$ cat src/tbw_pkg.sv
`timescale 1ns / 1ps
// ----------------------------------------------------------------------------
// tbw_pkg
// Shared types and fixed widths for the triangle barycentric weight block.
// ----------------------------------------------------------------------------
package tbw_pkg;

	localparam int COORD_W = 16;           // input coordinate width
	localparam int DIFF_W  = COORD_W + 1;  // edge difference
	localparam int PROD_W  = 2 * DIFF_W;   // one product of differences
	localparam int CROSS_W = PROD_W + 1;   // cross term, signed
	localparam int MAG_W   = PROD_W;       // magnitude of a cross term
	localparam int WGT_W   = 32;           // output weight width

	localparam int DEF_COORD_FRAC_BITS  = 4;
	localparam int DEF_WEIGHT_FRAC_BITS = 16;

	typedef struct packed {
		logic signed [COORD_W-1:0] a_x;
		logic signed [COORD_W-1:0] a_y;
		logic signed [COORD_W-1:0] b_x;
		logic signed [COORD_W-1:0] b_y;
		logic signed [COORD_W-1:0] c_x;
		logic signed [COORD_W-1:0] c_y;
		logic signed [COORD_W-1:0] p_x;
		logic signed [COORD_W-1:0] p_y;
	} tbw_in_t;

	typedef struct packed {
		logic signed [WGT_W-1:0] weight_a;
		logic signed [WGT_W-1:0] weight_b;
		logic signed [WGT_W-1:0] weight_c;
		logic                    degenerate;
	} tbw_out_t;

endpackage

$ cat src/tbw_back.sv
`timescale 1ns / 1ps
// ----------------------------------------------------------------------------
// tbw_back
// Rounding, sign, weight of the first vertex, saturation and output register.
// ----------------------------------------------------------------------------
module tbw_back #(
	parameter int WEIGHT_FRAC_BITS = tbw_pkg::DEF_WEIGHT_FRAC_BITS,
	parameter int NUM_W            = tbw_pkg::MAG_W + WEIGHT_FRAC_BITS
) (
	input  logic                      clk,
	input  logic                      arst_n,
	input  logic                      in_valid,
	output logic                      in_ready,
	input  logic [NUM_W-1:0]          qx,
	input  logic [NUM_W-1:0]          qy,
	input  logic [tbw_pkg::MAG_W-1:0] rx,
	input  logic [tbw_pkg::MAG_W-1:0] ry,
	input  logic [tbw_pkg::MAG_W-1:0] den,
	input  logic                      neg_x,
	input  logic                      neg_y,
	input  logic                      degen,
	output logic                      out_valid,
	input  logic                      out_ready,
	output tbw_pkg::tbw_out_t         out_data
);
	import tbw_pkg::*;

	localparam int SW = NUM_W + 4;
	localparam logic signed [SW-1:0] ONE     = SW'(1) << WEIGHT_FRAC_BITS;
	localparam logic signed [SW-1:0] SAT_MAX = SW'(32'sh7fffffff);
	localparam logic signed [SW-1:0] SAT_MIN = -SAT_MAX - SW'(1);

	logic v_s1, v_q, en_s1, en_q;
	logic [NUM_W:0] mux, muy;
	logic signed [SW-1:0] u_s1, v_s1w, wa;
	logic dg_s1;
	tbw_out_t res;

	function automatic logic signed [WGT_W-1:0] sat(input logic signed [SW-1:0] val);
		if (val > SAT_MAX)      sat = WGT_W'(SAT_MAX);
		else if (val < SAT_MIN) sat = WGT_W'(SAT_MIN);
		else                    sat = WGT_W'(val);
	endfunction

	assign en_q     = !v_q || out_ready;
	assign en_s1    = !v_s1 || en_q;
	assign in_ready = en_s1;

	// round to nearest, ties away from zero: bump when 2r >= d
	assign mux = {1'b0, qx} + (NUM_W+1)'({rx, 1'b0} >= {1'b0, den});
	assign muy = {1'b0, qy} + (NUM_W+1)'({ry, 1'b0} >= {1'b0, den});

	always_ff @(posedge clk or negedge arst_n) begin
		if (!arst_n) begin
			v_s1 <= 1'b0;
			v_q  <= 1'b0;
		end else begin
			if (en_s1) v_s1 <= in_valid;
			if (en_q)  v_q  <= v_s1;
		end
	end

	assign wa = ONE - u_s1 - v_s1w;

	always_comb begin
		if (dg_s1) begin
			res.weight_a   = -WGT_W'(ONE);
			res.weight_b   = -WGT_W'(ONE);
			res.weight_c   = WGT_W'(ONE);
			res.degenerate = 1'b1;
		end else begin
			res.weight_a   = sat(wa);
			res.weight_b   = sat(u_s1);
			res.weight_c   = sat(v_s1w);
			res.degenerate = 1'b0;
		end
	end

	always_ff @(posedge clk) begin
		if (en_s1) begin
			u_s1  <= neg_x ? -SW'(mux) : SW'(mux);
			v_s1w <= neg_y ? -SW'(muy) : SW'(muy);
			dg_s1 <= degen;
		end
		if (en_q) begin
			out_data <= res;
		end
	end

	assign out_valid = v_q;

endmodule

$ cat config.mk
export PLATFORM = sky130hd
export DESIGN_NAME = tbw_back
export DESIGN_NICKNAME = d
export VERILOG_FILES = /design/src/tbw_pkg.sv /design/src/tbw_back.sv
export SDC_FILE = /design/constraint.sdc
export NUM_CORES = 1
export LEC_CHECK = 0
export ABC_AREA = 1
export BUFFER_PORTS_ARGS = -buffer_cell sky130_fd_sc_hd__buf_2
export CORE_MARGIN = 3
export CORE_UTILIZATION = 54
export DETAILED_ROUTE_END_ITERATION = 10
export GPL_TIMING_DRIVEN = 1
export MAX_ROUTING_LAYER = met4
export PLACE_DENSITY_LB_ADDON = 0.3
export SLEW_MARGIN = 20
export SYNTH_ARGS = -nofsm -noshare
export SYNTH_HDL_FRONTEND = slang
export SYNTH_SLANG_ARGS = --single-unit
$ cat constraint.sdc
create_clock -name clk -period 3.8 [get_ports clk]
set_input_delay 0 -clock clk [delete_from_list [all_inputs] [get_ports clk]]
set_output_delay 0 -clock clk [all_outputs]
set_load 0.02 [all_outputs]
==> flow_summary_export.csv <==
group,metric,value,unit
run_status,status,"complete, no violations",
sta,fin_crit_sh,96.7,%
worst_hold_path,hold_path.class,"in -> reg",
place,dp_slack,-0.765,ns
pwr,power,9.63,mW
drt,routed_via_density,5.16,
pwr,p_per_area,361,nW/um^2
floorplan,die_x,205,um
pwr,power_leakage,13.9,nW
place,io_buffer_count,307,
sta,worst_clock_skew,0.0323,ns
floorplan,pin_count,308,
flow_run,max_cap_violations,0,
clocking,path_clk_slew,0.08,ns
place,placed_area,25600,um^2
layout,final_cell_mix,"nand2_1, inv_1, nor2_1",
layout,fin_area,26700,um^2
grt,grt_util_all_layers,35.5,%
grt,grt_pass1_wl,113,mm
grt,top_usage_layer,"met2",
floorplan,dieArea,42000,um^2
place,place_hpwl,62.3,mm
synth,synth_cells,3246,
pwr,max-vdd-ir-drop,0.301,mV
drt,antenna_left,0,
drt,route.detailed.drc,0,
grt,grt_use_met2,59.9,%
synth,synth-seq-cells,208,
floorplan,core,38800,um^2
setup_path,r2r_start,"u_s1[5]",
synth,synth_cell_types,48,
grt,grt_max_degree,99,
clocking,htree_num_levels,1,
layout,final_cell_count_no_fill,4372,
drt,first_pass_iters,8,
grt,grt_use_met1,44.0,%
place,place_congestion,1.12,
layout,layout_commonest_cell,"nand2_1",
layout,syn_to_final_growth,25.0,%
synth,seq_area_frac_synth,29.2,%
grt,overflow,0,
floorplan,die_h,205,um
clocking,clock-sinks,208,
synth,ys_warn_count,0,
place,placedCellCount,4309,
synth,syn_area,21300,um^2
synth,syn_area_per_cell,6.58,um^2
setup_path,critPathKind,"reg -> reg",
layout,final_util,68.7,%
clocking,clk_latency,0.55,ns
floorplan,start_util,55.0,%
synth,synth-edff-count,206,
layout,drive_above_1_share,19.2,%
drt,routed_wl,73.9,mm
sta,worst_pin_slew,0.801,ns
clocking,numCtsBuffers,22,
grt,antenna_found_initial,5,
synth,syn-num-nets,3633,
synth,async_reset_ff_share,0.962,%
synth,synth_top_cells_by_area,"edfxtp_1, nand2_1, inv_1",
sta,fin_crit,3.67,ns
setup_path,worst_setup_path_end_kind,"flip-flop",
sta,setup-violations-final,0,
drt,via_count,22600,
drt,drtIter0Drc,1714,
setup_path,startpoint,"u_s1[5]",
floorplan,rows,72,
drt,wl_per_cell,16.9,um
worst_hold_path,min_from,"qx[0]",
sta,hold_viol,0,
grt,use_met3,2.83,%
clocking,cts_tree,"built",
setup_path,crit_path_start_kind,"flip-flop",
clocking,cts_max_path_buffers,3,
synth,yosys.area.top_type_share,29.0,%
setup_path,cp.required,4.06,ns
clocking,cts_root_buf,"clkbuf_16",
sta,finalMaxSlewViolations,0,
sta,relSlewSlack,46.3,%
sta,setup_slack,0.127,ns
setup_path,cp.arrival,3.93,ns
setup_path,crit_fanout,8,
grt,grt_pass1_vias,21800,
synth,yosysTopAreaCell,"edfxtp_1",
sta,fmax,0.272,GHz
layout,nets,4223,
synth,ys.flop_type,"edfxtp_1",
[state kept, by name (all words and copies together), names as in the netlist]
name and flops:
out_data 97, u_s1 54, v_s1w 54, dg_s1 1
out_valid 1, v_s1 1
[report_power, final]
part           switching [mW]  internal [mW]
Clock                   0.977           1.18
Combinational            2.85           1.55
Sequential              0.164           2.91
[path summary, 6_finish.rpt]
check                          endpoint  slack (ns)  cells past startpoint
setup / recovery           out_data[93]        0.13                     20
hold / removal                  u_s1[0]        0.03                      3
hold reg to reg               out_valid        0.53                      2
max in group asynchronous          v_s1        3.33                      3
min in group asynchronous     out_valid        0.35                      3
setup reg to reg           out_data[93]        0.13                     20
[critical path, stage by stage, from the launching register on]
cell and delay [ns]:
edfxtp_1 0.44, inv_1 0.11, ha_1 0.24, ha_1 0.37
nand2_1 0.13, nor2_1 0.22, nand3_1 0.12, nand2_1 0.21
nand2_1 0.11, nand3b_1 0.20, nand2_1 0.12, nand2_1 0.09
nand2_1 0.06, nand2_1 0.12, and2_1 0.14, nand3_1 0.08
nor2_1 0.09, nand3_1 0.11, nand2_4 0.17, clkbuf_16 0.18
nand3_1 0.08
[cell families after synthesis]
kind of cell | Yosys count | share of synthesized area (%)
compound gates | 204 | 5.21
xor+xnor | 200 | 8.28
fa+ha+maj | 178 | 10.5
buf+inv | 682 | 12.0
flops | 208 | 29.2
simple gates | 1774 | 34.8
[metal layers]
| layer | vias up | wire (um) |
|---|---|---|
| li1 | 11400 | - |
| met4 | 0 | 3930 |
| met5 | - | 0 |
| met1 | 9940 | 29700 |
| met2 | 1022 | 34800 |
| met3 | 205 | 5460 |
[cell usage after synthesis, types with 31 or more instances]
cell type,count
xnor2_1,39
nand4_1,80
nor2_1,366
a21oi_1,132
nand2_1,1022
ha_1,177
nand3_1,152
edfxtp_1,206
nor3_1,78
clkbuf_1,31
inv_1,621
o21ai_0,31
xor2_1,159
[cell type report]
type / instances / area, um^2
flip-flops and latches: 208 / 6240
well taps: 518 / 648
inverters: 643 / 2410
repair buffers: 605 / 3890
clock inverters: 11 / 115
multi-input cells: 2356 / 12800
fillers: 3511 / 12100
clock buffers: 28 / 583
diodes: 3 / 7.51
[stage by stage]
step	hold WS (ns)	setup TNS, ns
floorplan	-0.296	0
global placement	-0.214	-28.27
detailed placement	-0.214	-32.58
CTS	0.00439	0
global route	0.0312	-0.339
finish	0.0305	0
[what timing repair did]
action                     in CTS  in global routing
hold endpoints to repair        8                  0
pin swaps                       0                 19
gates cloned                    0                  3
setup endpoints to repair      17                112
hold buffers                    8                  0
gates resized for setup         4                 50
setup buffers                   0                 10
Note: power is estimated with default switching activity, not from simulation.
