--- src/tbw_pkg.sv ---
`timescale 1ns / 1ps
// ----------------------------------------------------------------------------
// tbw_pkg
// Shared types and fixed widths for the triangle barycentric weight block.
// ----------------------------------------------------------------------------
package tbw_pkg;

	localparam int COORD_W = 16;           // input coordinate width
	localparam int DIFF_W  = COORD_W + 1;  // edge difference
	localparam int PROD_W  = 2 * DIFF_W;   // one product of differences
	localparam int CROSS_W = PROD_W + 1;   // cross term, signed
	localparam int MAG_W   = PROD_W;       // magnitude of a cross term
	localparam int WGT_W   = 32;           // output weight width

	localparam int DEF_COORD_FRAC_BITS  = 4;
	localparam int DEF_WEIGHT_FRAC_BITS = 16;

	typedef struct packed {
		logic signed [COORD_W-1:0] a_x;
		logic signed [COORD_W-1:0] a_y;
		logic signed [COORD_W-1:0] b_x;
		logic signed [COORD_W-1:0] b_y;
		logic signed [COORD_W-1:0] c_x;
		logic signed [COORD_W-1:0] c_y;
		logic signed [COORD_W-1:0] p_x;
		logic signed [COORD_W-1:0] p_y;
	} tbw_in_t;

	typedef struct packed {
		logic signed [WGT_W-1:0] weight_a;
		logic signed [WGT_W-1:0] weight_b;
		logic signed [WGT_W-1:0] weight_c;
		logic                    degenerate;
	} tbw_out_t;

endpackage

--- src/tbw_div_cell.sv ---
`timescale 1ns / 1ps
// ----------------------------------------------------------------------------
// tbw_div_cell
// One restoring divide step for both weights: one quotient bit per cell.
// ----------------------------------------------------------------------------
module tbw_div_cell #(
	parameter int NUM_W = tbw_pkg::MAG_W + tbw_pkg::DEF_WEIGHT_FRAC_BITS
) (
	input  logic                      clk,
	input  logic                      arst_n,
	input  logic                      in_valid,
	output logic                      in_ready,
	input  logic [NUM_W-1:0]          nx_i,
	input  logic [NUM_W-1:0]          ny_i,
	input  logic [NUM_W-1:0]          qx_i,
	input  logic [NUM_W-1:0]          qy_i,
	input  logic [tbw_pkg::MAG_W-1:0] rx_i,
	input  logic [tbw_pkg::MAG_W-1:0] ry_i,
	input  logic [tbw_pkg::MAG_W-1:0] d_i,
	input  logic                      sx_i,
	input  logic                      sy_i,
	input  logic                      dg_i,
	output logic                      out_valid,
	input  logic                      out_ready,
	output logic [NUM_W-1:0]          nx_o,
	output logic [NUM_W-1:0]          ny_o,
	output logic [NUM_W-1:0]          qx_o,
	output logic [NUM_W-1:0]          qy_o,
	output logic [tbw_pkg::MAG_W-1:0] rx_o,
	output logic [tbw_pkg::MAG_W-1:0] ry_o,
	output logic [tbw_pkg::MAG_W-1:0] d_o,
	output logic                      sx_o,
	output logic                      sy_o,
	output logic                      dg_o
);
	import tbw_pkg::*;

	logic            v_q, en;
	logic [MAG_W:0]  tx, ty, dd;
	logic            gex, gey;

	assign en       = !v_q || out_ready;
	assign in_ready = en;
	assign dd       = {1'b0, d_i};
	assign tx       = {rx_i, nx_i[NUM_W-1]};
	assign ty       = {ry_i, ny_i[NUM_W-1]};
	assign gex      = tx >= dd;
	assign gey      = ty >= dd;

	always_ff @(posedge clk or negedge arst_n) begin
		if (!arst_n) begin
			v_q <= 1'b0;
		end else if (en) begin
			v_q <= in_valid;
		end
	end

	// advance the partial remainders and shift in one quotient bit
	always_ff @(posedge clk) begin
		if (en) begin
			nx_o <= {nx_i[NUM_W-2:0], 1'b0};
			ny_o <= {ny_i[NUM_W-2:0], 1'b0};
			qx_o <= {qx_i[NUM_W-2:0], gex};
			qy_o <= {qy_i[NUM_W-2:0], gey};
			rx_o <= gex ? MAG_W'(tx - dd) : MAG_W'(tx);
			ry_o <= gey ? MAG_W'(ty - dd) : MAG_W'(ty);
			d_o  <= d_i;
			sx_o <= sx_i;
			sy_o <= sy_i;
			dg_o <= dg_i;
		end
	end

	assign out_valid = v_q;

endmodule

--- config.mk ---
export PLATFORM = sky130hd
export DESIGN_NAME = tbw_div_cell
export DESIGN_NICKNAME = d
export VERILOG_FILES = /design/src/tbw_pkg.sv /design/src/tbw_div_cell.sv
export SDC_FILE = /design/constraint.sdc
export NUM_CORES = 1
export LEC_CHECK = 0
export CORE_AREA = 8 8 233 235
export DETAILED_ROUTE_END_ITERATION = 10
export DIE_AREA = 0 0 241 243
export DONT_BUFFER_PORTS = 1
export GPL_TIMING_DRIVEN = 0
export PLACE_DENSITY = 0.49
export SLEW_MARGIN = 20
export SYNTH_ARGS = -nofsm -noshare
export SYNTH_HDL_FRONTEND = slang
export SYNTH_SLANG_ARGS = --single-unit
--- constraint.sdc ---
create_clock -name clk -period 9.45 [get_ports clk]
set_input_delay 1.4175 -clock clk [delete_from_list [all_inputs] [get_ports clk]]
set_output_delay 1.4175 -clock clk [all_outputs]
set_load 0.01 [all_outputs]
==> key figures, run 1 <==
Timing
  – Clk_skew: approximately 0.015 ns
  – Setup tns final: 0 ns
  – Final setup violation count: 0
  – Min Clock Period, post-route: roughly 4.6 ns
  – Least-Margin Pin Slew: 0.732 ns
  – RSZ-0062 raised after global routing: false
  – Slew headroom: 50.6%
  – Period utilisation layout: about half
  – Final Slew Violations: 0
  – Final count of hold timing violations: 0
  – Fmax: 0.216 GHz

Hold path
  – Worst min-delay path class: primary input to async pin

Power and ir drop
  – Pwr dens: roughly 220 nW/µm²
  – Lkg Pwr: between 5 and 6 nW
  – VDD IR max: 112 µV

Logic synthesis
  – Most instantiated cells after synthesis: 303 x edfxtp_1, 87 x a21oi_1, 71 x nor2_1
  – Synthesis Warnings: 0
  – Top cells by area, synth: edfxtp_1 65%, ha_1 6.1%, a21oi_1 3.1%, mux2_2 3.0%, xnor2_1 2.0%
  – Yosys cell types: 64
  – Mapped Avg Cell Area: 13.5 µm²
  – Sequential element share of the synthesized area: 65.3%
  – Number of flops mapped to enable cells by yosys: 303
  – Synth Register Bits: between 300 and 400
  – Mapped cell area: 14000 µm²
  – Share of the synthesized area in the top cell type: between 60% and 70%
  – Ys async rst share: 0.329%
  – Most frequent cell after synthesis: edfxtp_1
  – Yosys top cell by area: edfxtp_1
  – Most used flip-flop cell after synthesis: edfxtp_1
  – Mapped Cells: 1032

GRT
  – Initial antenna violation count: 12
  – Largest net degree at the start of global routing: 62
  – Vias in the first global route: between 8000 and 9000
  – First-pass GRT wire length: approximately 67000 µm
  – GR Overflow Total: 0
  – GRT Resource Usage Total: between 10% and 20%

Final layout
  – Fillers: ~5100
  – Post-route insts no fill: around 1800
  – Share of cells above drive strength 1: 10.6%
  – Final nets: 1454
  – Synth-to-Final Area Change: 14.9%

Routing
  – Number of remaining DRC errors: 0
  – Via count: 8710
  – DR vias/cell: 4.88
  – WL/cell: approximately 28 µm
  – Drt total wl: about 49000 µm
  – Iteration-0 DRC count of the detailed router: 534
  – Drt pass-1 iters: 5
  – Post-DRT Antenna Nets: 0

Place
  – Buffers on Ports: 0
  – GP Congestion: 0.852
  – Hpwl dp: between 40000 and 50000 µm
  – Dpl cells: 1719

Worst setup path
  – Critical path arrival: 4.88 ns
  – Setup crit end kind: flop
  – Crit path max fanout: 10
  – Reg2Reg Depth: 4
  – Critical path class: primary input to flop
  – Worst Path Required: 9.71 ns
  – Crit start category: primary input

Clocking
  – Clock buffer count from CTS: 34
  – Postcts setup bufs: 0
  – Clock sinks: 304
  – CTS max path bufs: 3
  – Later-pin clock latency in the skew report: 0.53 ns
  – Worst-path clk slew: around 0.06 ns
  – H-tree levels: 2
  – CTS tree: yes
  – Post-cts sizing count: 0
  – CTS Hold Bufs: 0
  – Root Buffer: clkbuf_16

Floorplanning
  – Site Rows: 83
  – Core ar.: roughly 51000 µm²
  – Die Span Y: 243 µm
  – Die width: 241 µm
  – Die area: 58600 µm²
  – Io pins: 616
  – Starting Density: 27.6%

Run status
  – Status: finished clean

Run
  – Number of max-cap violations: 0
layout by cell type, fill, tap and decap left out, types with 20 or more instances in the layout:
master	n
inv_1	58
mux2_2	37
xor2_1	20
nor2_1	71
edfxtp_1	303
a21o_1	35
clkbuf_16	35
ha_1	68
xnor2_1	32
nand2_1	70
a21oi_1	87
o21ai_0	44
clkbuf_1	24
sequential cells by signal (all words and copies together) (netlist names):
signal	count
sx_o	1
d_o	34
dg_o	1
nx_o	49
ny_o	49
out_valid	1
ry_o	34
qx_o	50
qy_o	50
sy_o	1
rx_o	34
final cells by class:
type	instances	area, µm²	share of cell area, %
Sequential cell	304	9120	56.9
Multi-Input combinational cell	643	4490	28.0
Clock buffer	42	912	5.68
Tap cell	680	851	5.30
Inverter	58	218	1.36
Timing Repair Buffer	6	150	0.936
Clock inverter	19	148	0.920
Buffer	28	141	0.881
Antenna cell	4	10.0	0.0624
stage by stage:
| step | util [%] | setup WS, ns | instance area, µm² | hold slack (ns) | total power [W] |
|---|---|---|---|---|---|
| 6_report | 31.7 | 4.83 | 16000 | 0.591 | 0.00349 |
| 2_1_floorplan | - | 2.77 | 14000 | 1.12 | 0.00211 |
| 3_5_place_dp | 29.6 | 4.18 | 15000 | 0.925 | 0.00227 |
| 5_1_grt | 31.7 | 4.62 | 16000 | 0.544 | 0.00365 |
| 4_1_cts | 31.6 | 4.75 | 16000 | 0.548 | 0.00356 |
| 3_3_place_gp | 29.2 | 1.36 | 14800 | 1.12 | 0.00228 |
worst max-delay path, stage by stage:
cell and delay (ns):
inv_1 0.08, ha_1 0.29, clkbuf_1 0.40, a21oi_1 0.16
o21ai_0 0.36, nor2_1 0.11, a311oi_1 0.48, nor2_1 0.18
o31a_1 0.27, buf_2 0.21, inv_1 0.14, buf_2 0.32
buf_2 0.32, a21oi_1 0.13
power by group:
| group | internal [W] | switching [W] | total [W] |
|---|---|---|---|
| sequential | 0.00165 | 0.000145 | 0.00180 |
| clock | 0.000721 | 0.000541 | 0.00126 |
| combinational | 0.000169 | 0.000259 | 0.000428 |
| total | 0.00254 | 0.000946 | 0.00349 |
layer usage:
metal	up-vias	GRT usage, %	share of wire, %
met5	-	0	0.17
met4	12	5.57	3.1
met3	81	6.39	9.8
met2	411	29.5	53
met1	4192	15.3	34
li1	4014	-	-
logic make-up (layout without fill, tap and decap cells):
kind of cell / after synthesis / in the layout / share of synthesized area, %
simple gates: 232 / 232 / 7.70
flops: 304 / 304 / 65.3
mux: 41 / 41 / 3.27
compound gates: 246 / 246 / 11.5
buf+inv: 86 / 153 / 2.57
fa+ha+maj: 70 / 70 / 6.38
other cells: 1 / 6 / 0.0269
xor+xnor: 52 / 52 / 3.26
path summary, 6_finish.rpt:
| path | endpoint | slack (ns) | start |
|---|---|---|---|
| worst min register to register | qx_o[22]$_DFFE_PP_ | 0.92 | out_valid$_DFFE_PN0P_ |
| worst min-delay path | out_valid$_DFFE_PN0P_ | 0.59 | arst_n |
| worst max register to register | qy_o[0]$_DFFE_PP_ | 7.45 | out_valid$_DFFE_PN0P_ |
| max in group asynchronous | out_valid$_DFFE_PN0P_ | 8.79 | arst_n |
| worst max-delay path | rx_o[15]$_DFFE_PP_ | 4.83 | d_i[16] |
| min in group clk | qx_o[22]$_DFFE_PP_ | 0.92 | out_valid$_DFFE_PN0P_ |
No activity file was read; power rests on OpenSTA's default activity.
==> run 2, diff against run 1 <==
==> constraint.sdc (replaced) <==
create_clock -name clk -period 4 [get_ports clk]
set_input_delay 0.6 -clock clk [delete_from_list [all_inputs] [get_ports clk]]
set_output_delay 0.6 -clock clk [all_outputs]
set_load 0.01 [all_outputs]
==> key figures, run 2 (synthesis gave the netlist of run 1 again) <==
Run status
  – Status: finished clean

Worst setup path
  – Reg2reg start: out_valid$_DFFE_PN0P_
  – Critical path's most frequent cell: buf_2
  – Crit path max fanout: 10
  – Reg2Reg Depth: 3
  – R2r setup slk: 1.92 ns
  – Worst reg2reg path endpoint: d_o[33]$_DFFE_PP_
  – Cell Chain, Critical Path: inv_1 -> ha_1 -> clkbuf_1 -> a21oi_1 -> o21ai_0 -> nor2_1 -> a311oi_2 -> nor2_1 -> o31a_1 -> buf_2 -> inv_1 -> buf_2 -> buf_2 -> a21oi_1
  – CP delay by family, top: buffers and inverters
  – Crit start category: primary input
  – Worst Setup SP: d_i[16]
  – Setup crit end kind: flop
  – CP max-delay cell: clkbuf_1
  – Destination of the critical timing path: rx_o[17]$_DFFE_PP_
  – Worst Path Required: 4.25 ns
  – Worst path max stage delay: around 0.40 ns
  – Critical path depth: 14
  – Critical path class: primary input to flop
  – Critical path arrival: 3.97 ns
  – Worst Path Buf+Inv: 6

Final layout
  – Most frequent cells in the layout: 303 x edfxtp_1, 87 x a21oi_1, 71 x nor2_1
  – Final nets: around 1500
  – Synth-to-Final Area Change: 14.7%
  – Commonest non-fill, non-tap cell in the layout: edfxtp_1
  – Share of cells above drive strength 1: 10.6%
  – Fillers: 5036
  – Biggest regs: qx_o: 50 flops, qy_o: 50 flops

Power and ir drop
  – Clock power share: 35.7%
  – Comb pwr share: 12.4%
  – Lkg Pwr: 5.89 nW
  – VDD IR max: 305 µV
  – Switch Pwr: roughly 0.0022 W
  – Flop pwr share: about half
  – P_int: a little under 0.006 W
  – Sw frac: a little over a quarter
  – Pwr dens: about 500 nW/µm²

Clocking
  – CTS max path bufs: 3
  – Worst-path clk slew: 0.06 ns
  – CTS tree: yes
  – Root Buffer: clkbuf_16
  – Clock buffer count from CTS: 34
  – Postcts setup bufs: 0
  – H-tree levels: 2
  – Later-pin clock latency in the skew report: 0.55 ns
  – Clock sinks: slightly above 300

Timing
  – Setup slack after layout: approximately 0.28 ns
  – Final count of hold timing violations: 0
  – Slew headroom: 47.3%
  – Final Slew Violations: 0
  – Clk_skew: 0.0229 ns
  – Setup tns final: 0 ns
  – Least-Margin Pin Slew: 0.790 ns
  – Final setup violation count: 0
  – Fmax: 0.269 GHz
  – RSZ-0062 raised after global routing: false
  – Period utilisation layout: slightly above 90%
  – Min Clock Period, post-route: 3.72 ns

Routing
  – Drt pass-1 iters: 5
  – Via count: between 8000 and 9000
  – Post-DRT Antenna Nets: 0
  – DR vias/cell: 4.94
  – Iteration-0 DRC count of the detailed router: 569
  – WL/cell: around 28 µm
  – Drt total wl: just over 50000 µm
  – Number of remaining DRC errors: 0

Place
  – DP Worst Slack: -0.467 ns
  – Buffers on Ports: 0
  – GP Congestion: 0.834
  – Hpwl dp: 41500 µm

Hold path
  – Worst min-delay path class: primary input to flop

GRT
  – GRT Resource Usage Total: between 15 and 20%
  – Vias in the first global route: 8612
  – Initial antenna violation count: 14
  – GR Overflow Total: 0
  – Largest net degree at the start of global routing: 64
  – First-pass GRT wire length: 67500 µm

Floorplanning
  – Site Rows: 83
  – Io pins: 616
  – Core ar.: 50700 µm²
  – Die Span Y: 243 µm
  – Die area: 58600 µm²
  – Starting Density: 27.6%
  – Die width: 241 µm

Run
  – Number of max-cap violations: 0
run 2: power by group through the flow:
stage | clock [W] | sequential [W] | combinational [W]
floorplan | 0 | 0.00421 | 0.000751
global placement | 0 | 0.00438 | 0.000987
detailed placement | 0 | 0.00434 | 0.00101
CTS | 0.00304 | 0.00428 | 0.00102
global route | 0.00314 | 0.00428 | 0.00113
finish | 0.00292 | 0.00425 | 0.00102
run 2: area by class of cell:
cell class	count	area, µm²	share of cell area (%)
clock buffers	38	866	5.40
plain buffers	28	141	0.882
multi-input cells	643	4510	28.1
clock inverters	20	156	0.976
repair buffers	6	148	0.922
well taps	680	851	5.31
flip-flops and latches	304	9120	56.9
diodes	4	10.0	0.0625
inverters	58	218	1.36
run 2: layer usage:
layer | global-route usage, % | vias to the layer above | wire [µm]
met2 | 30.2 | 427 | 26900
met5 | 0 | - | 84
met1 | 15.4 | 4266 | 16900
li1 | - | 4002 | -
met3 | 6.45 | 86 | 4840
met4 | 6.33 | 12 | 1800
run 2: metrics by stage:
step	instances	total power (W)	cell area (µm²)	util, %	hold slack [ns]
after floorplan	1033	0.00496	14000	-	0.304
after CTS	1777	0.00835	16000	31.6	0.103
after global placement	1713	0.00536	14800	29.3	0.304
final	1781	0.00819	16000	31.6	0.151
after global routing	1779	0.00856	16000	31.6	0.112
after detailed placement	1718	0.00536	15000	29.5	0.305
run 2: worst register-to-register path, stage by stage (launching register included):
cell	delay, ns
dfrtp_1	0.45
nand2b_4	0.61
buf_16	0.35
buf_16	0.29
run 2: repair_timing:
action / 4_1_cts / 5_1_grt
endpoints found under the setup margin: 0 / 11
endpoints found under the hold margin: 1 / 0
hold buffers: 1 / 0
gates resized for setup: 0 / 3
run 2: worst min-delay path by stage:
stage | cells after the start | to | start
final | 0 | d_o[2]$_DFFE_PP_ | d_i[2]
after global routing | 0 | d_o[2]$_DFFE_PP_ | d_i[2]
after CTS | 0 | d_o[2]$_DFFE_PP_ | d_i[2]
after detailed placement | 0 | out_valid$_DFFE_PN0P_ | arst_n
after global placement | 0 | out_valid$_DFFE_PN0P_ | arst_n
after floorplan | 0 | out_valid$_DFFE_PN0P_ | arst_n
